`config.mk`:
```
export PLATFORM = sky130hd
export DESIGN_NAME = gme_front
export DESIGN_NICKNAME = d
export VERILOG_FILES = /design/src/design/gme_pkg.sv /design/src/design/gme_front.sv
export SDC_FILE = /design/constraint.sdc
export NUM_CORES = 1
export LEC_CHECK = 0
export BUFFER_PORTS_ARGS = -buffer_cell sky130_fd_sc_hd__buf_2
export CORE_UTILIZATION = 31
export DETAILED_ROUTE_END_ITERATION = 8
export GPL_TIMING_DRIVEN = 1
export PLACE_DENSITY = 0.58
export REMOVE_ABC_BUFFERS = 1
export SLEW_MARGIN = 10
export SYNTH_ARGS = -nofsm -noshare
export SYNTH_HDL_FRONTEND = slang
export SYNTH_SLANG_ARGS = --single-unit
export TNS_END_PERCENT = 50
```
`constraint.sdc`:
```
create_clock -name clk_i -period 42.8 [get_ports clk_i]
set_clock_uncertainty 0.15 [all_clocks]
set_input_delay 8.56 -clock clk_i [delete_from_list [all_inputs] [get_ports clk_i]]
set_output_delay 8.56 -clock clk_i [all_outputs]
set_load 0.03 [all_outputs]
```
`src/design/gme_pkg.sv`:
```
package gme_pkg;

  localparam int BYTE_W     = 8;
  localparam int CNT_W      = 23;
  localparam int WSIZE_W    = 3;
  localparam int IWIDTH_W   = 11;
  localparam int CHAN_W     = 3;
  localparam int CFG_IDX_W  = 3;
  localparam int CFG_DATA_W = 23;

  localparam int DEF_MAX_ORDER    = 7;
  localparam int DEF_MAX_WIDTH    = 1024;
  localparam int DEF_MAX_CHANNELS = 4;
  localparam int DEF_MAX_BYTES    = 4194304;
  localparam int DEF_STORE_DEPTH  = 32768;

  localparam int QUEUE_DEPTH = 4;

  localparam logic [BYTE_W-1:0] BYTE_MAX = 8'hFF;
  localparam logic [BYTE_W-1:0] BYTE_MIN = 8'h00;

  typedef enum logic [CFG_IDX_W-1:0] {
    REG_OP_MODE,
    REG_WINDOW_SIZE,
    REG_IMAGE_WIDTH,
    REG_CHANNEL_COUNT,
    REG_TOTAL_BYTES
  } cfg_reg_e;

  typedef enum logic {
    OP_DILATE,
    OP_ERODE
  } op_mode_e;

  localparam op_mode_e               DEF_OP_MODE       = OP_DILATE;
  localparam logic [WSIZE_W-1:0]     DEF_WINDOW_SIZE   = 3'd3;
  localparam logic [IWIDTH_W-1:0]    DEF_IMAGE_WIDTH   = 11'd640;
  localparam logic [CHAN_W-1:0]      DEF_CHANNEL_COUNT = 3'd1;
  localparam logic [CNT_W-1:0]       DEF_TOTAL_BYTES   = 23'd307200;

  // one classified beat handed from front to back
  typedef struct packed {
    logic              wr;
    logic              emit;
    logic              last;
    logic [BYTE_W-1:0] data;
    logic [CNT_W-1:0]  wpos;
    logic [CNT_W-1:0]  xpos;
  } cmd_t;

  function automatic logic [BYTE_W-1:0] morph_ident(op_mode_e op);
    return (op == OP_ERODE) ? BYTE_MAX : BYTE_MIN;
  endfunction

  function automatic logic [BYTE_W-1:0] morph_pick(op_mode_e op, logic [BYTE_W-1:0] a,
                                                   logic [BYTE_W-1:0] b);
    logic [BYTE_W-1:0] r;
    if (op == OP_ERODE) begin
      r = (b < a) ? b : a;
    end else begin
      r = (b > a) ? b : a;
    end
    return r;
  endfunction

endpackage

```
`src/design/gme_front.sv`:
```
module gme_front
  import gme_pkg::*;
#(
  parameter int MAX_ORDER    = DEF_MAX_ORDER,
  parameter int MAX_WIDTH    = DEF_MAX_WIDTH,
  parameter int MAX_CHANNELS = DEF_MAX_CHANNELS,
  localparam int OFS_W = $clog2(MAX_ORDER * (MAX_WIDTH + 1) * MAX_CHANNELS + 1) + 1
) (
  input  logic              clk_i,
  input  logic              rst_ni,
  input  logic              in_valid_i,
  output logic              in_stall_o,
  input  logic [BYTE_W-1:0] sample_i,
  input  logic              pad_i,
  input  logic [CNT_W-1:0]  total_i,
  input  logic [OFS_W-1:0]  look_i,
  input  logic              cfg_busy_i,
  input  logic              queue_full_i,
  output logic              cmd_push_o,
  output cmd_t              cmd_o
);

  logic [CNT_W-1:0] rc_q, rc_d, em_q, em_d;
  logic [CNT_W-1:0] rc0, em0, rc1, em1;
  logic [CNT_W:0]   need, lim;
  logic             accept, restart, wr, emit, last;

  assign in_stall_o = queue_full_i || cfg_busy_i;

  always_comb begin
    accept  = in_valid_i && !in_stall_o;
    restart = em_q >= total_i;
    rc0     = restart ? '0 : rc_q;
    em0     = restart ? '0 : em_q;
    wr      = !pad_i && (rc0 < total_i);
    rc1     = rc0 + CNT_W'(wr);
    need    = {1'b0, em0} + (CNT_W + 1)'(look_i);
    lim     = {1'b0, total_i} - 1'b1;
    if (need > lim) begin
      need = lim;
    end
    // a result is due once its whole lookahead has arrived
    emit = (em0 < total_i) && ({1'b0, rc1} > need);
    last = em0 == (total_i - 1'b1);
    em1  = em0 + CNT_W'(emit);
    rc_d = rc_q;
    em_d = em_q;
    if (accept) begin
      if (emit && (em1 >= total_i)) begin
        rc_d = '0;
        em_d = '0;
      end else begin
        rc_d = rc1;
        em_d = em1;
      end
    end
    cmd_push_o = accept && (wr || emit);
    cmd_o = '{wr: wr, emit: emit, last: last, data: sample_i, wpos: rc0, xpos: em0};
  end

  always_ff @(posedge clk_i or negedge rst_ni) begin
    if (!rst_ni) begin
      rc_q <= '0;
      em_q <= '0;
    end else begin
      rc_q <= rc_d;
      em_q <= em_d;
    end
  end

endmodule

```
==> qor.yml <==
outcome:
  status: "completed"
place:
  routabilityCongestion: 0.9513
  placed_area_sq_um: 9759
  port_buffers: 95
  place_hpwl_um: 28160
setup_path:
  criticalPathCategory: "input pin to output port"
  path_max_fanout: 26
  worstRegToRegCells: 47
  cp_slowest_stage_delay_ps: 880
  rrSetupSlack_ps: 27590
  crit_slowest_cell: "o31a_1"
  crit_path_start_kind: "input pin"
  timing.rr.start: "em_q[8]"
  end_kind: "output port"
  critPathArrivalTime_ps: 18660
  r2r-end: "em_q[17]"
  required_ps: 34090
  timing.critical_path.mode_cell: "ha_1"
drt:
  first_iter_violations: 937
  via_per_inst: 5.816
  ant_nets: 0
  finalWirelength_um: 34800
  vias: 9270
  drc: 0
  drt-pass1-iter-count: 6
  wl_per_cell_um: 21.83
sta:
  hold_viol: 0
  max_freq_mhz: 36.54
  maxSlewHeadroom_pct: 24.15
  setup_viol: 0
  grt_setup_unrepaired: "false"
  slew_violations: 0
  finalSetupTns_ps: 0
  tightest_slew_ps: 1138
  post-route-period-util_pct: 63.94
  layout_min_cycle_time_ps: 27370
floorplan:
  die_area_sq_um: 29660
  fp.dieW_um: 172.2
  die_h_um: 172.2
  coreArea_sq_um: 28160
  io_pins: 112
  start_util_pct: 31.90
  rows: 61
synth:
  netlist_area_sq_um: 8984
  avgSynthCellArea_sq_um: 7.731
  synth_edf_count: 0
  synth_cell_types: 76
  netlist_instances: 1162
  synth-seq-area-share_pct: 12.81
  synthFlopType: "dfrtp_1"
  async_reset_ff_share_pct: 100.0
  ys_warn_count: 0
  ys_seq_elements: 46
power_and_ir_drop:
  vdd_drop_max_uv: 16.58
  power_density_nw_per_um2: 22.69
  p_leak_nw: 4.804
global_route:
  grt_pass1_vias: 8847
  grt_usage_pct: 23.58
  grt_overflow_total: 0
  grt_max_degree: 48
  grt_first_pass_wirelength_um: 52610
  antenna_found_initial: 0
hold_path:
  hold_start: "rc_q[0]"
  hold-path-endpoint: "rc_q[0]"
  hold_path.class: "flop to flop"
  worstHoldPathCells: 2
clock_tree:
  ctsRootBufferMaster: "clkbuf_16"
  clock_latency_ps: 300
  numCtsBuffers: 5
  cts-htree-levels: 2
  clockBufferDepth: 2
  cts_tree: "built"
  clk_pin_slew_ps: 60
  post_cts_resized: 0
  cts_sinks: 46
  post_cts_buffers: 0
  hold_buffers: 0
final_layout:
  final_cell_mix: "ha_1 (156), nor2_1 (95), buf_2 (95), a21oi_1 (93), nand2_1 (72)"
  drive_gt1_share_pct: 13.90
  nets: 1425
  area_growth_pct: 10.52
  final_common_cell: "ha_1"
  design_area_sq_um: 9928
  n_antenna_cell: 0
job:
  drv_cap: 0
-- how the worst max path moves through the flow --
stage / from / to / slack, ps / depth (start not counted)
after global placement: total_i[10] / cmd_push_o / 15770 / 38
after CTS: total_i[10] / cmd_push_o / 15550 / 38
after detailed placement: total_i[10] / cmd_push_o / 15560 / 38
after global routing: total_i[10] / cmd_push_o / 14920 / 38
final: total_i[10] / cmd_push_o / 15430 / 35
after floorplan: total_i[4] / cmd_push_o / 12460 / 34
-- per-layer routing --
layer / GRT usage (%) / vias to the layer above / wire, um
met5: 0 / - / 0
met4: 8.888 / 0 / 1334
met3: 2.861 / 61 / 2408
met2: 38.62 / 393 / 15690
met1: 31.47 / 4398 / 15370
li1: - / 4418 / -
-- state kept, by name, indices dropped and copies added (netlist names) --
| name | flops |
|---|---|
| rc_q | 23 |
| em_q | 23 |
-- synthesized netlist by cell type (10+ instances only) --
library cell	count	area share, %
mux2i_1	25	2.8
clkbuf_1	39	1.6
inv_1	58	2.4
dfrtp_1	46	13
nand3_1	43	2.4
nand2_1	72	3.0
a21oi_2	20	1.9
xor2_1	35	3.4
nor3_1	36	2.0
and3_1	44	3.1
nor2_1	95	4.0
nor2b_1	11	0.77
xnor2_1	55	5.4
ha_1	156	22
o21ai_0	63	3.5
o211ai_1	11	0.92
a21o_1	23	1.9
and2_1	11	0.77
and4_1	13	1.3
a31oi_1	13	0.91
nor4_1	10	0.70
buf_4	11	0.92
nand4_1	34	2.4
a21oi_1	93	5.2
-- layout make-up --
type	count	area, sq um
fillers	2972	18240
multi-input cells	996	7337
flip-flops and latches	46	1151
repair buffers	109	580.6
well taps	378	473.0
inverters	58	217.7
clock buffers	6	138.9
clock inverters	1	30.03
-- cells by family after synthesis --
logic type               Yosys count  synth area share, %
AO/OA/AOI/OAI                    299                22.08
multiplexers                      25                2.786
buffers and inverters            120                5.947
flip-flops                        46                12.81
AND/OR/NAND/NOR                  423                25.40
adder cells (fa/ha/maj)          157                21.84
XOR/XNOR                          92                9.136
-- power by group --
group          total, mW  leakage, nW  switching (mW)  internal [mW]
logic              0.126         4.10          0.0824         0.0438
clock network     0.0468       0.0829          0.0179         0.0289
registers         0.0522        0.618         0.00528         0.0469
-- worst max-delay path, delay by kind of cell --
family          cells  cell delay [ps]
fa+ha+maj           4             1470
buf+inv             4              740
xor+xnor            1              180
mux                 1              170
compound gates     16             5380
simple gates        9             2120
-- through the flow --
| step | hold slack [ps] | setup WS, ps | std cells | total power, mW | util, % |
|---|---|---|---|---|---|
| after detailed placement | 400.3 | 15560 | 1587 | 0.1765 | 34.65 |
| final | 413.8 | 15430 | 1594 | 0.2253 | 35.25 |
| after floorplan | 359.2 | 12460 | 1100 | 0.1325 | - |
| after global placement | 385.6 | 15770 | 1587 | 0.1757 | 34.65 |
| after CTS | 414.7 | 15550 | 1594 | 0.2240 | 35.25 |
| after global routing | 458.2 | 14920 | 1594 | 0.2397 | 35.25 |
(Power assumes the default switching activity.)
