[src/design/gme_pkg.sv]
package gme_pkg;

  localparam int BYTE_W     = 8;
  localparam int CNT_W      = 23;
  localparam int WSIZE_W    = 3;
  localparam int IWIDTH_W   = 11;
  localparam int CHAN_W     = 3;
  localparam int CFG_IDX_W  = 3;
  localparam int CFG_DATA_W = 23;

  localparam int DEF_MAX_ORDER    = 7;
  localparam int DEF_MAX_WIDTH    = 1024;
  localparam int DEF_MAX_CHANNELS = 4;
  localparam int DEF_MAX_BYTES    = 4194304;
  localparam int DEF_STORE_DEPTH  = 32768;

  localparam int QUEUE_DEPTH = 4;

  localparam logic [BYTE_W-1:0] BYTE_MAX = 8'hFF;
  localparam logic [BYTE_W-1:0] BYTE_MIN = 8'h00;

  typedef enum logic [CFG_IDX_W-1:0] {
    REG_OP_MODE,
    REG_WINDOW_SIZE,
    REG_IMAGE_WIDTH,
    REG_CHANNEL_COUNT,
    REG_TOTAL_BYTES
  } cfg_reg_e;

  typedef enum logic {
    OP_DILATE,
    OP_ERODE
  } op_mode_e;

  localparam op_mode_e               DEF_OP_MODE       = OP_DILATE;
  localparam logic [WSIZE_W-1:0]     DEF_WINDOW_SIZE   = 3'd3;
  localparam logic [IWIDTH_W-1:0]    DEF_IMAGE_WIDTH   = 11'd640;
  localparam logic [CHAN_W-1:0]      DEF_CHANNEL_COUNT = 3'd1;
  localparam logic [CNT_W-1:0]       DEF_TOTAL_BYTES   = 23'd307200;

  // one classified beat handed from front to back
  typedef struct packed {
    logic              wr;
    logic              emit;
    logic              last;
    logic [BYTE_W-1:0] data;
    logic [CNT_W-1:0]  wpos;
    logic [CNT_W-1:0]  xpos;
  } cmd_t;

  function automatic logic [BYTE_W-1:0] morph_ident(op_mode_e op);
    return (op == OP_ERODE) ? BYTE_MAX : BYTE_MIN;
  endfunction

  function automatic logic [BYTE_W-1:0] morph_pick(op_mode_e op, logic [BYTE_W-1:0] a,
                                                   logic [BYTE_W-1:0] b);
    logic [BYTE_W-1:0] r;
    if (op == OP_ERODE) begin
      r = (b < a) ? b : a;
    end else begin
      r = (b > a) ? b : a;
    end
    return r;
  endfunction

endpackage

[src/design/gme_cfg.sv]
module gme_cfg
  import gme_pkg::*;
#(
  parameter int MAX_ORDER    = DEF_MAX_ORDER,
  parameter int MAX_WIDTH    = DEF_MAX_WIDTH,
  parameter int MAX_CHANNELS = DEF_MAX_CHANNELS,
  parameter int MAX_BYTES    = DEF_MAX_BYTES,
  localparam int OW    = $clog2(MAX_ORDER + 1),
  localparam int WW    = $clog2(MAX_WIDTH + 1),
  localparam int CW    = $clog2(MAX_CHANNELS + 1),
  localparam int OFS_W = $clog2(MAX_ORDER * (MAX_WIDTH + 1) * MAX_CHANNELS + 1) + 1
) (
  input  logic                    clk_i,
  input  logic                    rst_ni,
  input  logic                    cfg_valid_i,
  output logic                    cfg_ready_o,
  input  logic [CFG_IDX_W-1:0]    cfg_index_i,
  input  logic [CFG_DATA_W-1:0]   cfg_data_i,
  output logic                    busy_o,
  output op_mode_e                op_o,
  output logic [OW-1:0]           order_o,
  output logic [CW-1:0]           chans_o,
  output logic [CNT_W-1:0]        total_o,
  output logic [OFS_W-1:0]        look_o,
  output logic [OFS_W-1:0]        prime_o,
  output logic signed [OFS_W-1:0] ro_o [MAX_ORDER],
  output logic signed [OFS_W-1:0] to_o [MAX_ORDER][MAX_ORDER]
);

  // cycles the input is held off while the derived offsets settle
  localparam int SETTLE = 2;

  op_mode_e              op_q;
  logic [WSIZE_W-1:0]    ws_q;
  logic [IWIDTH_W-1:0]   iw_q;
  logic [CHAN_W-1:0]     cc_q;
  logic [CNT_W-1:0]      tb_q;
  logic [1:0]            settle_q;

  logic [OW-1:0]         order_s;
  logic [OW-1:0]         hi_s;
  logic [WW-1:0]         width_s;
  logic [CW-1:0]         chans_s;
  logic [CNT_W-1:0]      total_s;

  logic [OFS_W-1:0]        hc_q;
  logic [OFS_W-1:0]        wc_q;
  logic signed [OW:0]      lo_q;
  logic [OFS_W-1:0]        prime_q;
  logic [OFS_W-1:0]        look_q;
  logic signed [OFS_W-1:0] ro_q [MAX_ORDER];
  logic signed [OFS_W-1:0] to_q [MAX_ORDER][MAX_ORDER];

  assign cfg_ready_o = 1'b1;

  always_ff @(posedge clk_i or negedge rst_ni) begin
    if (!rst_ni) begin
      op_q <= DEF_OP_MODE;
      ws_q <= DEF_WINDOW_SIZE;
      iw_q <= DEF_IMAGE_WIDTH;
      cc_q <= DEF_CHANNEL_COUNT;
      tb_q <= DEF_TOTAL_BYTES;
    end else if (cfg_valid_i) begin
      case (cfg_reg_e'(cfg_index_i))
        REG_OP_MODE:       op_q <= op_mode_e'(cfg_data_i[0]);
        REG_WINDOW_SIZE:   ws_q <= cfg_data_i[WSIZE_W-1:0];
        REG_IMAGE_WIDTH:   iw_q <= cfg_data_i[IWIDTH_W-1:0];
        REG_CHANNEL_COUNT: cc_q <= cfg_data_i[CHAN_W-1:0];
        REG_TOTAL_BYTES:   tb_q <= cfg_data_i[CNT_W-1:0];
        default: ;
      endcase
    end
  end

  always_ff @(posedge clk_i or negedge rst_ni) begin
    if (!rst_ni) begin
      settle_q <= 2'(SETTLE);
    end else if (cfg_valid_i) begin
      settle_q <= 2'(SETTLE);
    end else if (settle_q != '0) begin
      settle_q <= settle_q - 1'b1;
    end
  end

  assign busy_o = settle_q != '0;

  always_comb begin
    order_s = (int'(ws_q) > MAX_ORDER) ? OW'(MAX_ORDER) : OW'(ws_q);
    width_s = (int'(iw_q) > MAX_WIDTH) ? WW'(MAX_WIDTH) : WW'(iw_q);
    chans_s = (int'(cc_q) > MAX_CHANNELS) ? CW'(MAX_CHANNELS) : CW'(cc_q);
    total_s = (longint'(tb_q) > longint'(MAX_BYTES)) ? CNT_W'(MAX_BYTES) : tb_q;
    hi_s    = order_s >> 1;
  end

  // after a write: hc/wc/lo/prime, then look/ro, then to settle
  always_ff @(posedge clk_i) begin
    hc_q    <= OFS_W'(hi_s) * OFS_W'(chans_s);
    wc_q    <= OFS_W'(width_s) * OFS_W'(chans_s);
    lo_q    <= {1'b0, hi_s} - {1'b0, order_s} + 1'b1;
    prime_q <= (order_s == '0) ? '0 : OFS_W'(order_s - 1'b1) * OFS_W'(chans_s);
    look_q  <= hc_q * (OFS_W'(width_s) + 1'b1);
    for (int k = 0; k < MAX_ORDER; k++) begin
      ro_q[k] <= (OFS_W'(lo_q) + OFS_W'(k)) * $signed(wc_q) + $signed(hc_q);
    end
    for (int k = 0; k < MAX_ORDER; k++) begin
      for (int j = 0; j < MAX_ORDER; j++) begin
        to_q[k][j] <= ro_q[k] - $signed(OFS_W'(j) * OFS_W'(chans_s));
      end
    end
  end

  assign op_o    = op_q;
  assign order_o = order_s;
  assign chans_o = chans_s;
  assign total_o = total_s;
  assign look_o  = look_q;
  assign prime_o = prime_q;
  assign ro_o    = ro_q;
  assign to_o    = to_q;

endmodule

[config.mk]
export PLATFORM = sky130hd
export DESIGN_NAME = gme_cfg
export DESIGN_NICKNAME = d
export VERILOG_FILES = /design/src/design/gme_pkg.sv /design/src/design/gme_cfg.sv
export SDC_FILE = /design/constraint.sdc
export NUM_CORES = 2
export LEC_CHECK = 0
export BUFFER_PORTS_ARGS = -buffer_cell sky130_fd_sc_hd__buf_4
export CAP_MARGIN = 15
export CORE_AREA = 4 4 385 387
export DETAILED_ROUTE_END_ITERATION = 16
export DIE_AREA = 0 0 389 391
export PLACE_DENSITY = 0.62
export SETUP_SLACK_MARGIN = 0.1
export SKIP_LAST_GASP = 1
export SLEW_MARGIN = 25
export SYNTH_ARGS = -nofsm -noshare
export SYNTH_HDL_FRONTEND = slang
export SYNTH_SLANG_ARGS = --single-unit
[constraint.sdc]
create_clock -name clk_i -period 8.25 [get_ports clk_i]
set_input_delay 1.65 -clock clk_i [delete_from_list [all_inputs] [get_ports clk_i]]
set_output_delay 1.65 -clock clk_i [all_outputs]
set_load 0.05 [all_outputs]
==> results by group <==
Detailed routing
  – Starting DRC count in detailed routing: 1756
  – Via count: 36991
  – Antenna Nets Post-Route: 0
  – Pre-Repair DR Iteration Count: 5
  – Avg WL per Cell: 20.0 um
  – DRC: 0
  – Final wirelength: about 160000 um
  – Vias per inst: 4.69

Clock network
  – Clk Tree Root Cell: clkbuf_16
  – Worst-case clock buffer depth: 3
  – Skew-Pair Late Insertion Delay: 0.73 ns
  – Clock transition at path regs: 0.06 ns
  – Post-CTS Setup Inserts: 0
  – CTS buffer count: 99
  – Sink Count: ~900
  – CTS Hold Bufs: 0
  – H-tree depth: 3
  – CTS tree: built
  – Post_cts resized: 0

Final layout
  – Fillers: 13829
  – Most common cell after layout, fill and taps aside: buf_4
  – Reg area: 0.0183 mm^2
  – Final nets: around 6700
  – Share of post-route cells with drive strength above 1: 0.233
  – Layout area overhead: 26.0%
  – Non-filler cells, final: 7891
  – Multi-input logic area: 0.0285 mm^2
  – Most frequent cells in the layout: buf_4 (1088), dfxtp_1 (859), inv_1 (462)

STA
  – Min Tclk post-route: 6.29 ns
  – Relative slew slack: 0.278
  – Setup violators final: 0
  – RSZ-0062 raised after global routing: no
  – Max Freq: 0.159 GHz
  – Tcrit/Tclk final: 0.762
  – Skew final: between 0.06 and 0.07 ns
  – Fin. Hold Viols: 0
  – Setup WS post-layout: roughly 2 ns
  – Final Max Slew Viols: 0
  – Worst-Margin Slew: about 1.1 ns
  – Sum Neg Setup Slack: 0 ns

Placed design
  – DP Worst Slack: 1.95 ns
  – Placer Congestion: slightly below 0.9
  – Port Buffers: 987
  – Placed Cells: 7705
  – HPWL after DPL: ~120000 um

Flow run
  – MaxCap Viol Count: 0

Synthesis
  – Syn_area_per_cell: 10.1 um^2
  – Top post-synthesis cells by area: dfxtp_1 (35%), fa_1 (14%), ha_1 (11%), xnor2_1 (6.5%), xor2_1 (5.5%)
  – #FFs+latches synth: ~900
  – Yosys warns: 0
  – Asr flop ratio synth: 0.0476
  – Synth area leader: dfxtp_1
  – Top cell type's share of synthesized area: 0.346
  – Mapped Area: ~0.050 mm^2
  – Ys flop type: dfxtp_1
  – Post-synth EDFFs: 0
  – Sequential fraction of the synthesis area: 0.368
  – Synth Instances: approximately 4900
  – Netlist cell types: 75

Worst setup path
  – Worst setup startpoint: lo_q[2]
  – WS Path Type: flip-flop to flip-flop
  – Worst r2r src: lo_q[2]
  – Crit path capture type: flip-flop
  – Levels on crit path: 18
  – WP buf/inv: 3
  – Most used cell, CP: fa_1
  – CP startpoint kind: flip-flop
  – Crit path to: ro_o[15]
  – Critical-path cell list: buf_4 -> ha_1 -> a21oi_1 -> xnor2_1 -> buf_4 -> nand2b_1 -> fa_1 -> fa_1 -> fa_1 -> fa_1 -> inv_1 -> fa_1 -> a211o_1 -> a2111oi_0 -> nor4b_1 -> a221oi_1 -> a21oi_1 -> xnor2_1
  – Worst Path Required: 8.84 ns
  – Cell depth of the worst flop-to-flop path: 18
  – Arrival time worst endpoint: between 6 and 7 ns
  – CP delay by family, top: adder cells
  – Max FO, Critical Path: between 40 and 50
  – Crit-path max cell delay: 0.54 ns
  – FF-to-FF setup slack: 1.96 ns
  – Reg-to-Reg End: ro_o[15]
  – Slowest-stage cell, CP: fa_1

Floorplan
  – Die area: 0.152 mm^2
  – Starting density of the core: 0.344
  – Total I/O pin count: 989
  – Site row count: 140
  – Die X: between 300 and 400 um
  – Core area: 0.145 mm^2
  – Die Ht: 391 um

Global routing
  – Largest net degree at the start of global routing: 47
  – First-pass GRT wire length: 236000 um
  – Vias in the first global route: 37679
  – Gr ovfl total: 0
  – Initial antenna violation count: 3
  – Gr usage total: 0.202

Min path
  – Hold Crit Class: flip-flop to flip-flop

Outcome
  – Result of the run: completed
[worst register-to-register path, cell delays in order (launching register included)]
cell and delay [ns]:
dfxtp_2 0.32, buf_4 0.46, ha_1 0.53, a21oi_1 0.16, xnor2_1 0.25, buf_4 0.22
nand2b_1 0.10, fa_1 0.51, fa_1 0.51, fa_1 0.51, fa_1 0.54, inv_1 0.07
fa_1 0.47, a211o_1 0.36, a2111oi_0 0.37, nor4b_1 0.13, a221oi_1 0.39, a21oi_1 0.15
xnor2_1 0.14
[worst min path at each step]
| stage | from | to | depth (start not counted) |
|---|---|---|---|
| 2_1_floorplan | tb_q[10] | tb_q[10] | 1 |
| 3_3_place_gp | ro_o[16] | to_o[112] | 0 |
| 3_5_place_dp | ro_o[16] | to_o[112] | 0 |
| 4_1_cts | ro_o[16] | to_o[112] | 0 |
| 5_1_grt | ro_o[16] | to_o[112] | 0 |
| 6_report | ro_o[16] | to_o[112] | 0 |
[flip-flops by register name, indices dropped and copies added, names as in the netlist]
name / cells
lo_q: 3
to_o: 710
cc_q: 3
iw_q: 11
ro_o: 105
wc_q: 14
hc_q: 5
prime_o: 8
order_o: 3
settle_q: 2
look_o: 16
op_o: 1
tb_q: 23
[per-layer routing]
metal	wire, um	vias to the layer above	global-route usage
met2	76400	1138	0.346
met1	66700	18032	0.255
met3	8330	253	0.0311
met4	6570	0	0.0835
li1	-	17568	-
met5	0	-	0
[through the flow]
step / hold slack, ns / utilization / area, um^2
2_1_floorplan: 0.486 / - / 49900
3_3_place_gp: 0.429 / 0.408 / 59100
3_5_place_dp: 0.431 / 0.408 / 59100
4_1_cts: 0.432 / 0.433 / 62700
5_1_grt: 0.446 / 0.433 / 62700
6_report: 0.443 / 0.433 / 62700
[Yosys cell counts (34+ instances only)]
| cell | n |
|---|---|
| nand2_1 | 382 |
| nor3_1 | 158 |
| o21ai_0 | 89 |
| and2_1 | 114 |
| fa_1 | 338 |
| nor2b_1 | 128 |
| xnor2_1 | 368 |
| xor2_1 | 313 |
| dfxtp_1 | 861 |
| a21o_1 | 37 |
| nor2_1 | 316 |
| o21a_1 | 62 |
| or2_2 | 46 |
| nor4_1 | 56 |
| mux2_2 | 38 |
| nand3_1 | 34 |
| nand2b_1 | 86 |
| ha_1 | 452 |
| buf_4 | 90 |
| inv_1 | 465 |
| a21oi_1 | 92 |
| clkbuf_1 | 145 |
[logic make-up (layout without fill, tap and decap cells)]
logic type	after synthesis	after routing	synth area share
simple gates	1405	1405	0.140
flops	904	904	0.368
fa+ha+maj	790	790	0.250
buf+inv	737	1741	0.0627
xor+xnor	681	681	0.120
compound gates	387	387	0.0508
mux	39	39	0.00880
other cells	2	27	0.000151
[layout make-up]
type                       instances  share of cell area
multi-input combinational       3328               0.454
sequential                       904               0.292
timing repair buffer            1088               0.130
clock buffer                     134              0.0448
tap                             1917              0.0383
inverter                         468              0.0280
clock inverter                    51              0.0124
antenna                            1           0.0000399
Power is not shown: default switching activity piles up to over one toggle a cycle in this logic, so the estimate is an artifact.
