--- config.mk ---
export PLATFORM = sky130hd
export DESIGN_NAME = gme_queue
export DESIGN_NICKNAME = d
export VERILOG_FILES = /design/src/design/gme_pkg.sv /design/src/design/gme_queue.sv
export SDC_FILE = /design/constraint.sdc
export NUM_CORES = 1
export LEC_CHECK = 0
export ABC_AREA = 1
export BUFFER_PORTS_ARGS = -buffer_cell sky130_fd_sc_hd__buf_2
export CORE_ASPECT_RATIO = 2
export CORE_UTILIZATION = 45
export DETAILED_ROUTE_END_ITERATION = 10
export REMOVE_ABC_BUFFERS = 1
export SLEW_MARGIN = 5
export SYNTH_ARGS = -nofsm -noshare
export SYNTH_HDL_FRONTEND = slang
export SYNTH_SLANG_ARGS = --single-unit
--- constraint.sdc ---
create_clock -name clk_i -period 3.06 [get_ports clk_i]
set_input_delay 0.765 -clock clk_i [delete_from_list [all_inputs] [get_ports clk_i]]
set_output_delay 0.765 -clock clk_i [all_outputs]
set_load 0.01 [all_outputs]
--- src/design/gme_pkg.sv ---
package gme_pkg;

  localparam int BYTE_W     = 8;
  localparam int CNT_W      = 23;
  localparam int WSIZE_W    = 3;
  localparam int IWIDTH_W   = 11;
  localparam int CHAN_W     = 3;
  localparam int CFG_IDX_W  = 3;
  localparam int CFG_DATA_W = 23;

  localparam int DEF_MAX_ORDER    = 7;
  localparam int DEF_MAX_WIDTH    = 1024;
  localparam int DEF_MAX_CHANNELS = 4;
  localparam int DEF_MAX_BYTES    = 4194304;
  localparam int DEF_STORE_DEPTH  = 32768;

  localparam int QUEUE_DEPTH = 4;

  localparam logic [BYTE_W-1:0] BYTE_MAX = 8'hFF;
  localparam logic [BYTE_W-1:0] BYTE_MIN = 8'h00;

  typedef enum logic [CFG_IDX_W-1:0] {
    REG_OP_MODE,
    REG_WINDOW_SIZE,
    REG_IMAGE_WIDTH,
    REG_CHANNEL_COUNT,
    REG_TOTAL_BYTES
  } cfg_reg_e;

  typedef enum logic {
    OP_DILATE,
    OP_ERODE
  } op_mode_e;

  localparam op_mode_e               DEF_OP_MODE       = OP_DILATE;
  localparam logic [WSIZE_W-1:0]     DEF_WINDOW_SIZE   = 3'd3;
  localparam logic [IWIDTH_W-1:0]    DEF_IMAGE_WIDTH   = 11'd640;
  localparam logic [CHAN_W-1:0]      DEF_CHANNEL_COUNT = 3'd1;
  localparam logic [CNT_W-1:0]       DEF_TOTAL_BYTES   = 23'd307200;

  // one classified beat handed from front to back
  typedef struct packed {
    logic              wr;
    logic              emit;
    logic              last;
    logic [BYTE_W-1:0] data;
    logic [CNT_W-1:0]  wpos;
    logic [CNT_W-1:0]  xpos;
  } cmd_t;

  function automatic logic [BYTE_W-1:0] morph_ident(op_mode_e op);
    return (op == OP_ERODE) ? BYTE_MAX : BYTE_MIN;
  endfunction

  function automatic logic [BYTE_W-1:0] morph_pick(op_mode_e op, logic [BYTE_W-1:0] a,
                                                   logic [BYTE_W-1:0] b);
    logic [BYTE_W-1:0] r;
    if (op == OP_ERODE) begin
      r = (b < a) ? b : a;
    end else begin
      r = (b > a) ? b : a;
    end
    return r;
  endfunction

endpackage

--- src/design/gme_queue.sv ---
module gme_queue
  import gme_pkg::*;
(
  input  logic clk_i,
  input  logic rst_ni,
  input  logic push_i,
  input  cmd_t cmd_i,
  output logic full_o,
  input  logic pop_i,
  output logic valid_o,
  output cmd_t cmd_o
);

  localparam int PW = $clog2(QUEUE_DEPTH);

  cmd_t            slot_q [QUEUE_DEPTH];
  logic [PW-1:0]   wr_ptr_q, rd_ptr_q;
  logic [PW:0]     count_q;

  assign full_o  = count_q == (PW + 1)'(QUEUE_DEPTH);
  assign valid_o = count_q != '0;
  assign cmd_o   = slot_q[rd_ptr_q];

  always_ff @(posedge clk_i or negedge rst_ni) begin
    if (!rst_ni) begin
      wr_ptr_q <= '0;
      rd_ptr_q <= '0;
      count_q  <= '0;
    end else begin
      if (push_i) begin
        wr_ptr_q <= wr_ptr_q + 1'b1;
      end
      if (pop_i) begin
        rd_ptr_q <= rd_ptr_q + 1'b1;
      end
      count_q <= count_q + (PW + 1)'(push_i) - (PW + 1)'(pop_i);
    end
  end

  always_ff @(posedge clk_i) begin
    if (push_i) begin
      slot_q[wr_ptr_q] <= cmd_i;
    end
  end

endmodule

==> results of run 1 <==
[where the power goes]
group          total, mW  internal (mW)  switching, mW  leakage (nW)
Sequential          4.36           4.22          0.141          2.17
Combinational       3.85           1.27           2.59          2.92
Clock               2.45           1.38           1.07         0.312
Total               10.7           6.86           3.79          5.40
[routing by layer]
metal	GRT usage	wire length, um	share of wire	vias up
met2	0.3277	10660	0.54	122
li1	-	-	-	3149
met1	0.2004	7631	0.39	2904
met3	0.02625	809	0.041	33
met4	0.08030	605	0.031	4
met5	0	22	0.0011	-
[state kept, by name, summed over array words and instances (netlist names)]
name and cells:
wr_ptr_q 2, slot_q 228, rd_ptr_q 2, count_q 3
[path summary, 6_finish.rpt]
check / end / slack (ns) / cells past startpoint
max: cmd_o[50] / 0.34 / 5
min: count_q[1] / 0.11 / 1
max reg2reg: slot_q[1][36] / 1.47 / 5
min reg2reg: wr_ptr_q[0] / 0.53 / 1
max in group asynchronous: rd_ptr_q[0] / 2.76 / 1
min in group clk_i: slot_q[2][14] / 0.49 / 1
[synth_stat cells (all sizes together)]
cell | number | share of area
nand2 | 296 | 0.11
inv | 242 | 0.091
edfxtp | 228 | 0.69
nand3 | 116 | 0.058
buf | 31 | 0.021
clkbuf | 7 | 0.0026
dfrtp | 7 | 0.018
ha | 6 | 0.0075
xor2 | 3 | 0.0026
fa | 1 | 0.0020
nor2 | 1 | 0.00038
o21ai | 1 | 0.00050
[layout make-up]
type	instances	area, sq um	area share
diodes	4	10.01	0.0008693
clock buffers	29	565.5	0.04911
clock inverters	8	66.31	0.005759
inverters	242	909.6	0.07900
multi-input cells	424	1822	0.1582
flip-flops and latches	235	7027	0.6102
well taps	273	341.6	0.02966
repair buffers	131	773.2	0.06715
[per-stage QoR]
stage | util | instance area [sq um] | hold WS (ns) | TNS [ns]
CTS | 0.5306 | 11500 | 0.09283 | 0
detailed placement | 0.5015 | 10870 | 0.5275 | 0
finish | 0.5311 | 11510 | 0.1093 | 0
floorplan | - | 9752 | 0.4694 | -81.28
global placement | 0.5015 | 10870 | 0.5253 | 0
global route | 0.5310 | 11510 | 0.1046 | 0
[cell families after synthesis]
family,share of synthesized area
adders and majority gates,0.009522
and+or+nand+nor,0.1698
xor gates and xnor gates,0.002632
AOI/OAI and AO/OA,0.0005007
buffers and inverters,0.1144
DFF,0.7032
==> results.py, run 1 <==
metrics = {
    "clocking": {
        "clk_path_buf_depth": 3,
        "path_clk_slew_ns": 0.07,
        "cts-root-buf": "clkbuf_16",
        "cts.repair.resized": 0,
        "numCtsBuffers": 21,
        "htree_levels": 1,
        "cts_hold_buffers": 0,
        "clock_latency_ns": 0.49,
        "clock_sinks": 235,
        "cts_setup_buffers": 0,
        "cts_tree": "yes",
    },
    "sta": {
        "fin_skew_ns": 0.01079,
        "setup_viol": 0,
        "slew_violations": 0,
        "worstMarginPinSlew_ns": 0.7330,
        "fmax_mhz": 368.1,
        "period_minus_slack_ns": 2.717,
        "rsz0062_at_grt": "no",
        "setup_slack_ns": 0.3432,
        "hold_violations": 0,
        "final.period_utilization": 0.8878,
        "relSlewSlack": 0.5113,
    },
    "cells_and_area": {
        "fillers": 1918,
        "finalNetCount": 1123,
        "drive_gt1_frac": 0.1562,
        "stdcell_count": 1346,
        "layout_commonest_cell": "nand2_1",
        "syn_to_final_growth_pct": 15.31,
        "final_cell_mix": "296 x nand2_1, 236 x inv_1, 228 x edfxtp_1",
    },
    "critical_path": {
        "cpPeakStageDelay_ns": 0.44,
        "cp_slowest_cell": "buf_12",
        "path_delay_family": "buffers and inverters",
        "path_buf_inv": 2,
        "worst_ep_required_time_ns": 2.29,
        "crit_top_cell": "nand2_1",
        "crit_start": "rd_ptr_q[0]",
        "critPathLaunchType": "flip-flop",
        "critPathKind": "flip-flop to output pin",
        "timing.rr.start": "wr_ptr_q[1]",
        "crit_fanout": 116,
        "cp-end-kind": "output pin",
        "path_cells": "buf_12 > nand2_1 > nand3_1 > nand2_1 > buf_2",
        "cp.arrival_ns": 1.95,
    },
    "pwr": {
        "leakagePower_nw": 5.401,
        "power_density_mw_per_mm2": 925.3,
        "vdd_drop_max_uv": 645.0,
        "p_total_mw": 10.66,
    },
    "routing": {
        "drc": 0,
        "drtIter0Drc": 236,
        "viasPerCell": 4.615,
        "first_pass_iters": 4,
        "routed_wl_um": 19730,
        "ant_nets": 0,
        "num_vias": 6212,
        "wl_per_cell_um": 14.66,
    },
    "run_status": {
        "status": "finished clean",
    },
    "job": {
        "maxCapViolCount": 0,
    },
    "grt": {
        "grt_usage": 0.1780,
        "grt_max_degree": 117,
        "antenna_found_initial": 6,
        "grt_pass1_vias": 5945,
        "overflow": 0,
        "grt_pass1_wl_um": 30630,
    },
    "die": {
        "die_y_um": 212.7,
        "io_pins": 120,
        "placeableCoreArea_sq_mm": 0.02168,
        "rows": 76,
        "die_area_sq_mm": 0.02283,
        "die_w_um": 107.3,
        "start_util": 0.4606,
    },
    "placement": {
        "dp.cells": 1305,
        "gp_congestion": 0.7362,
        "dp_slack_ns": 0.8616,
        "numPortBuffers": 119,
        "dp_hpwl_um": 11380,
    },
    "synth": {
        "yosysWarnings": 0,
        "synth_seq_cells": 235,
        "synth_cells": 939,
        "syn_area_per_cell_sq_um": 10.63,
        "synth_seq_area_share": 0.7032,
        "syn_area_sq_mm": 0.009986,
        "ys_types": 15,
    },
    "min_path": {
        "hold_path.class": "input pin to async pin",
    },
}
No activity file was read; power rests on OpenSTA's default activity.
==> run 2: changes to the inputs <==
--- a/config.mk
+++ b/config.mk
@@ -10,6 +10,7 @@
 export CORE_ASPECT_RATIO = 2
 export CORE_UTILIZATION = 45
 export DETAILED_ROUTE_END_ITERATION = 10
+export PLACE_DENSITY_LB_ADDON = 0.05
 export REMOVE_ABC_BUFFERS = 1
 export SLEW_MARGIN = 5
 export SYNTH_ARGS = -nofsm -noshare
==> run 2 against run 1 <==
Compared with the run above: final area up 1.0%; count of clock-buffer cells in the layout is the same; sequential power barely moved; sequential share of layout area decreased by 0.63 points; cell count stayed put; wire length grew 1.8%; hold slack got worse by 0.012 ns; global-route usage up 0.51 points; first-iteration DRC count decreased by 14%; die area stayed put; critical path type unchanged; highest routed layer unchanged.
==> results.py, run 2 (synthesis gave the netlist of run 1 again) <==
metrics = {
    "pwr": {
        "clockPowerShare": 0.246,
        "p_switching_mw": 3.823,
        "intPower_mw": 7.154,
        "leakagePower_nw": 5.456,
        "vdd_drop_max_uv": 901.6,
        "power_density_mw_per_mm2": 943.4,
        "p_comb_frac": 0.357,
        "seq_power_share": 0.397,
        "switching_share": 0.3483,
    },
    "critical_path": {
        "r2r-end": "slot_q[1][19]",
        "critPathLaunchType": "flip-flop",
        "reg2reg_slack_ns": 1.35,
        "cp.arrival_ns": 1.85,
        "timing.rr.start": "wr_ptr_q[1]",
        "cp_slowest_cell": "buf_12",
        "cp-end-kind": "output pin",
        "rr_worst_depth": 5,
        "critPathKind": "flip-flop to output pin",
        "worst_ep_required_time_ns": 2.29,
        "path_cells": "buf_12 > nand2_1 > nand3_1 > nand2_1 > buf_2",
        "cpPeakStageDelay_ns": 0.45,
        "crit_fanout": 116,
        "crit_top_cell": "nand2_1",
    },
    "die": {
        "die_w_um": 107.3,
        "placeableCoreArea_sq_mm": 0.02168,
        "io_pins": 120,
        "die_area_sq_mm": 0.02283,
        "die_y_um": 212.7,
        "start_util": 0.4606,
        "rows": 76,
    },
    "cells_and_area": {
        "stdcell_count": 1346,
        "syn_to_final_growth_pct": 16.51,
        "drive_gt1_frac": 0.1587,
        "final_cell_mix": "296 x nand2_1, 236 x inv_1, 228 x edfxtp_1",
        "finalNetCount": 1125,
        "top_register": "slot_q",
        "fin_util": 0.5366,
        "largest_register_ffs": 228,
        "largest_registers": "slot_q (228), count_q (3)",
        "layout_commonest_cell": "nand2_1",
    },
    "grt": {
        "antenna_found_initial": 3,
        "grt_pass1_wl_um": 31530,
        "overflow": 0,
        "grt_max_degree": 117,
        "grt_pass1_vias": 6059,
        "grt_usage": 0.1831,
    },
    "job": {
        "maxCapViolCount": 0,
    },
    "clocking": {
        "clock_latency_ns": 0.50,
        "clk_path_buf_depth": 3,
        "cts_tree": "yes",
        "cts_hold_buffers": 0,
        "path_clk_slew_ns": 0.06,
        "htree_levels": 1,
        "cts.repair.resized": 0,
        "clock_sinks": 235,
        "numCtsBuffers": 21,
        "cts_setup_buffers": 0,
        "cts-root-buf": "clkbuf_16",
    },
    "sta": {
        "period_minus_slack_ns": 2.611,
        "relSlewSlack": 0.6373,
        "hold_violations": 0,
        "worstMarginPinSlew_ns": 0.5440,
        "fmax_mhz": 383.0,
        "rsz0062_at_grt": "no",
        "final.period_utilization": 0.8532,
        "holdWs_ns": 0.09687,
        "fin_skew_ns": 0.006643,
        "setup_viol": 0,
        "tns_ns": 0,
        "slew_violations": 0,
    },
    "placement": {
        "dp.cells": 1307,
        "gp_congestion": 0.7029,
        "numPortBuffers": 119,
        "dp_hpwl_um": 11430,
    },
    "routing": {
        "wl_per_cell_um": 14.92,
        "drtIter0Drc": 202,
        "first_pass_iters": 6,
        "num_vias": 6209,
        "viasPerCell": 4.613,
        "ant_nets": 0,
        "routed_wl_um": 20080,
        "drc": 0,
    },
    "run_status": {
        "status": "finished clean",
    },
    "min_path": {
        "hold_path.class": "input pin to async pin",
    },
}
run 2: cell types whose count changed in the layout (fill, tap and decap cells not counted), sizes merged:
cell / change
bufinv: +3
buf: +2
clkinv: -2
diode: -2
inv: -1
run 2: final cells by class:
type	count	area, sq um
fillers	1945	10050
clock buffers	29	565.5
repair buffers	133	825.8
inverters	242	909.6
flip-flops and latches	235	7027
diodes	2	5.005
well taps	273	341.6
multi-input cells	424	1822
clock inverters	8	138.9
run 2: power by group through the flow:
| stage | Sequential [mW] | Clock (mW) | Combinational [mW] |
|---|---|---|---|
| 3_3_place_gp | 4.41 | 0 | 4.02 |
| 6_report | 4.35 | 2.70 | 3.92 |
| 5_1_grt | 4.40 | 2.89 | 4.45 |
| 4_1_cts | 4.36 | 2.79 | 4.05 |
| 3_5_place_dp | 4.42 | 0 | 4.04 |
| 2_1_floorplan | 4.63 | 0 | 2.12 |
run 2: worst max-delay path, delay by kind of cell (launching register included):
kind,cells,cell delay (ns)
simple gates,3,0.29
buf+inv,2,0.60
flops,1,0.43
run 2: worst max path at each step:
stage                 from        end  cells past startpoint
3_3_place_gp   rd_ptr_q[0]  cmd_o[30]                      5
4_1_cts        rd_ptr_q[0]  cmd_o[30]                      5
2_1_floorplan  rd_ptr_q[0]  cmd_o[55]                      4
6_report       rd_ptr_q[0]  cmd_o[30]                      5
5_1_grt        rd_ptr_q[0]  cmd_o[55]                      6
3_5_place_dp   rd_ptr_q[0]  cmd_o[55]                      6
run 2: layer usage:
layer	global-route usage	vias up	wire length (um)
li1	-	3152	-
met1	0.2053	2919	7869
met2	0.3422	114	10860
met3	0.03205	22	905
met4	0.06566	2	435
met5	0	-	13
run 2: stage by stage:
step                cell area, sq um  power, mW  worst slack, ns
global route                   11630      11.75           0.2961
detailed placement             10930      8.460           0.9271
CTS                            11630      11.20           0.3805
finish                         11630      10.98           0.4491
global placement               10930      8.438           0.9269
floorplan                       9752      6.746           -1.429
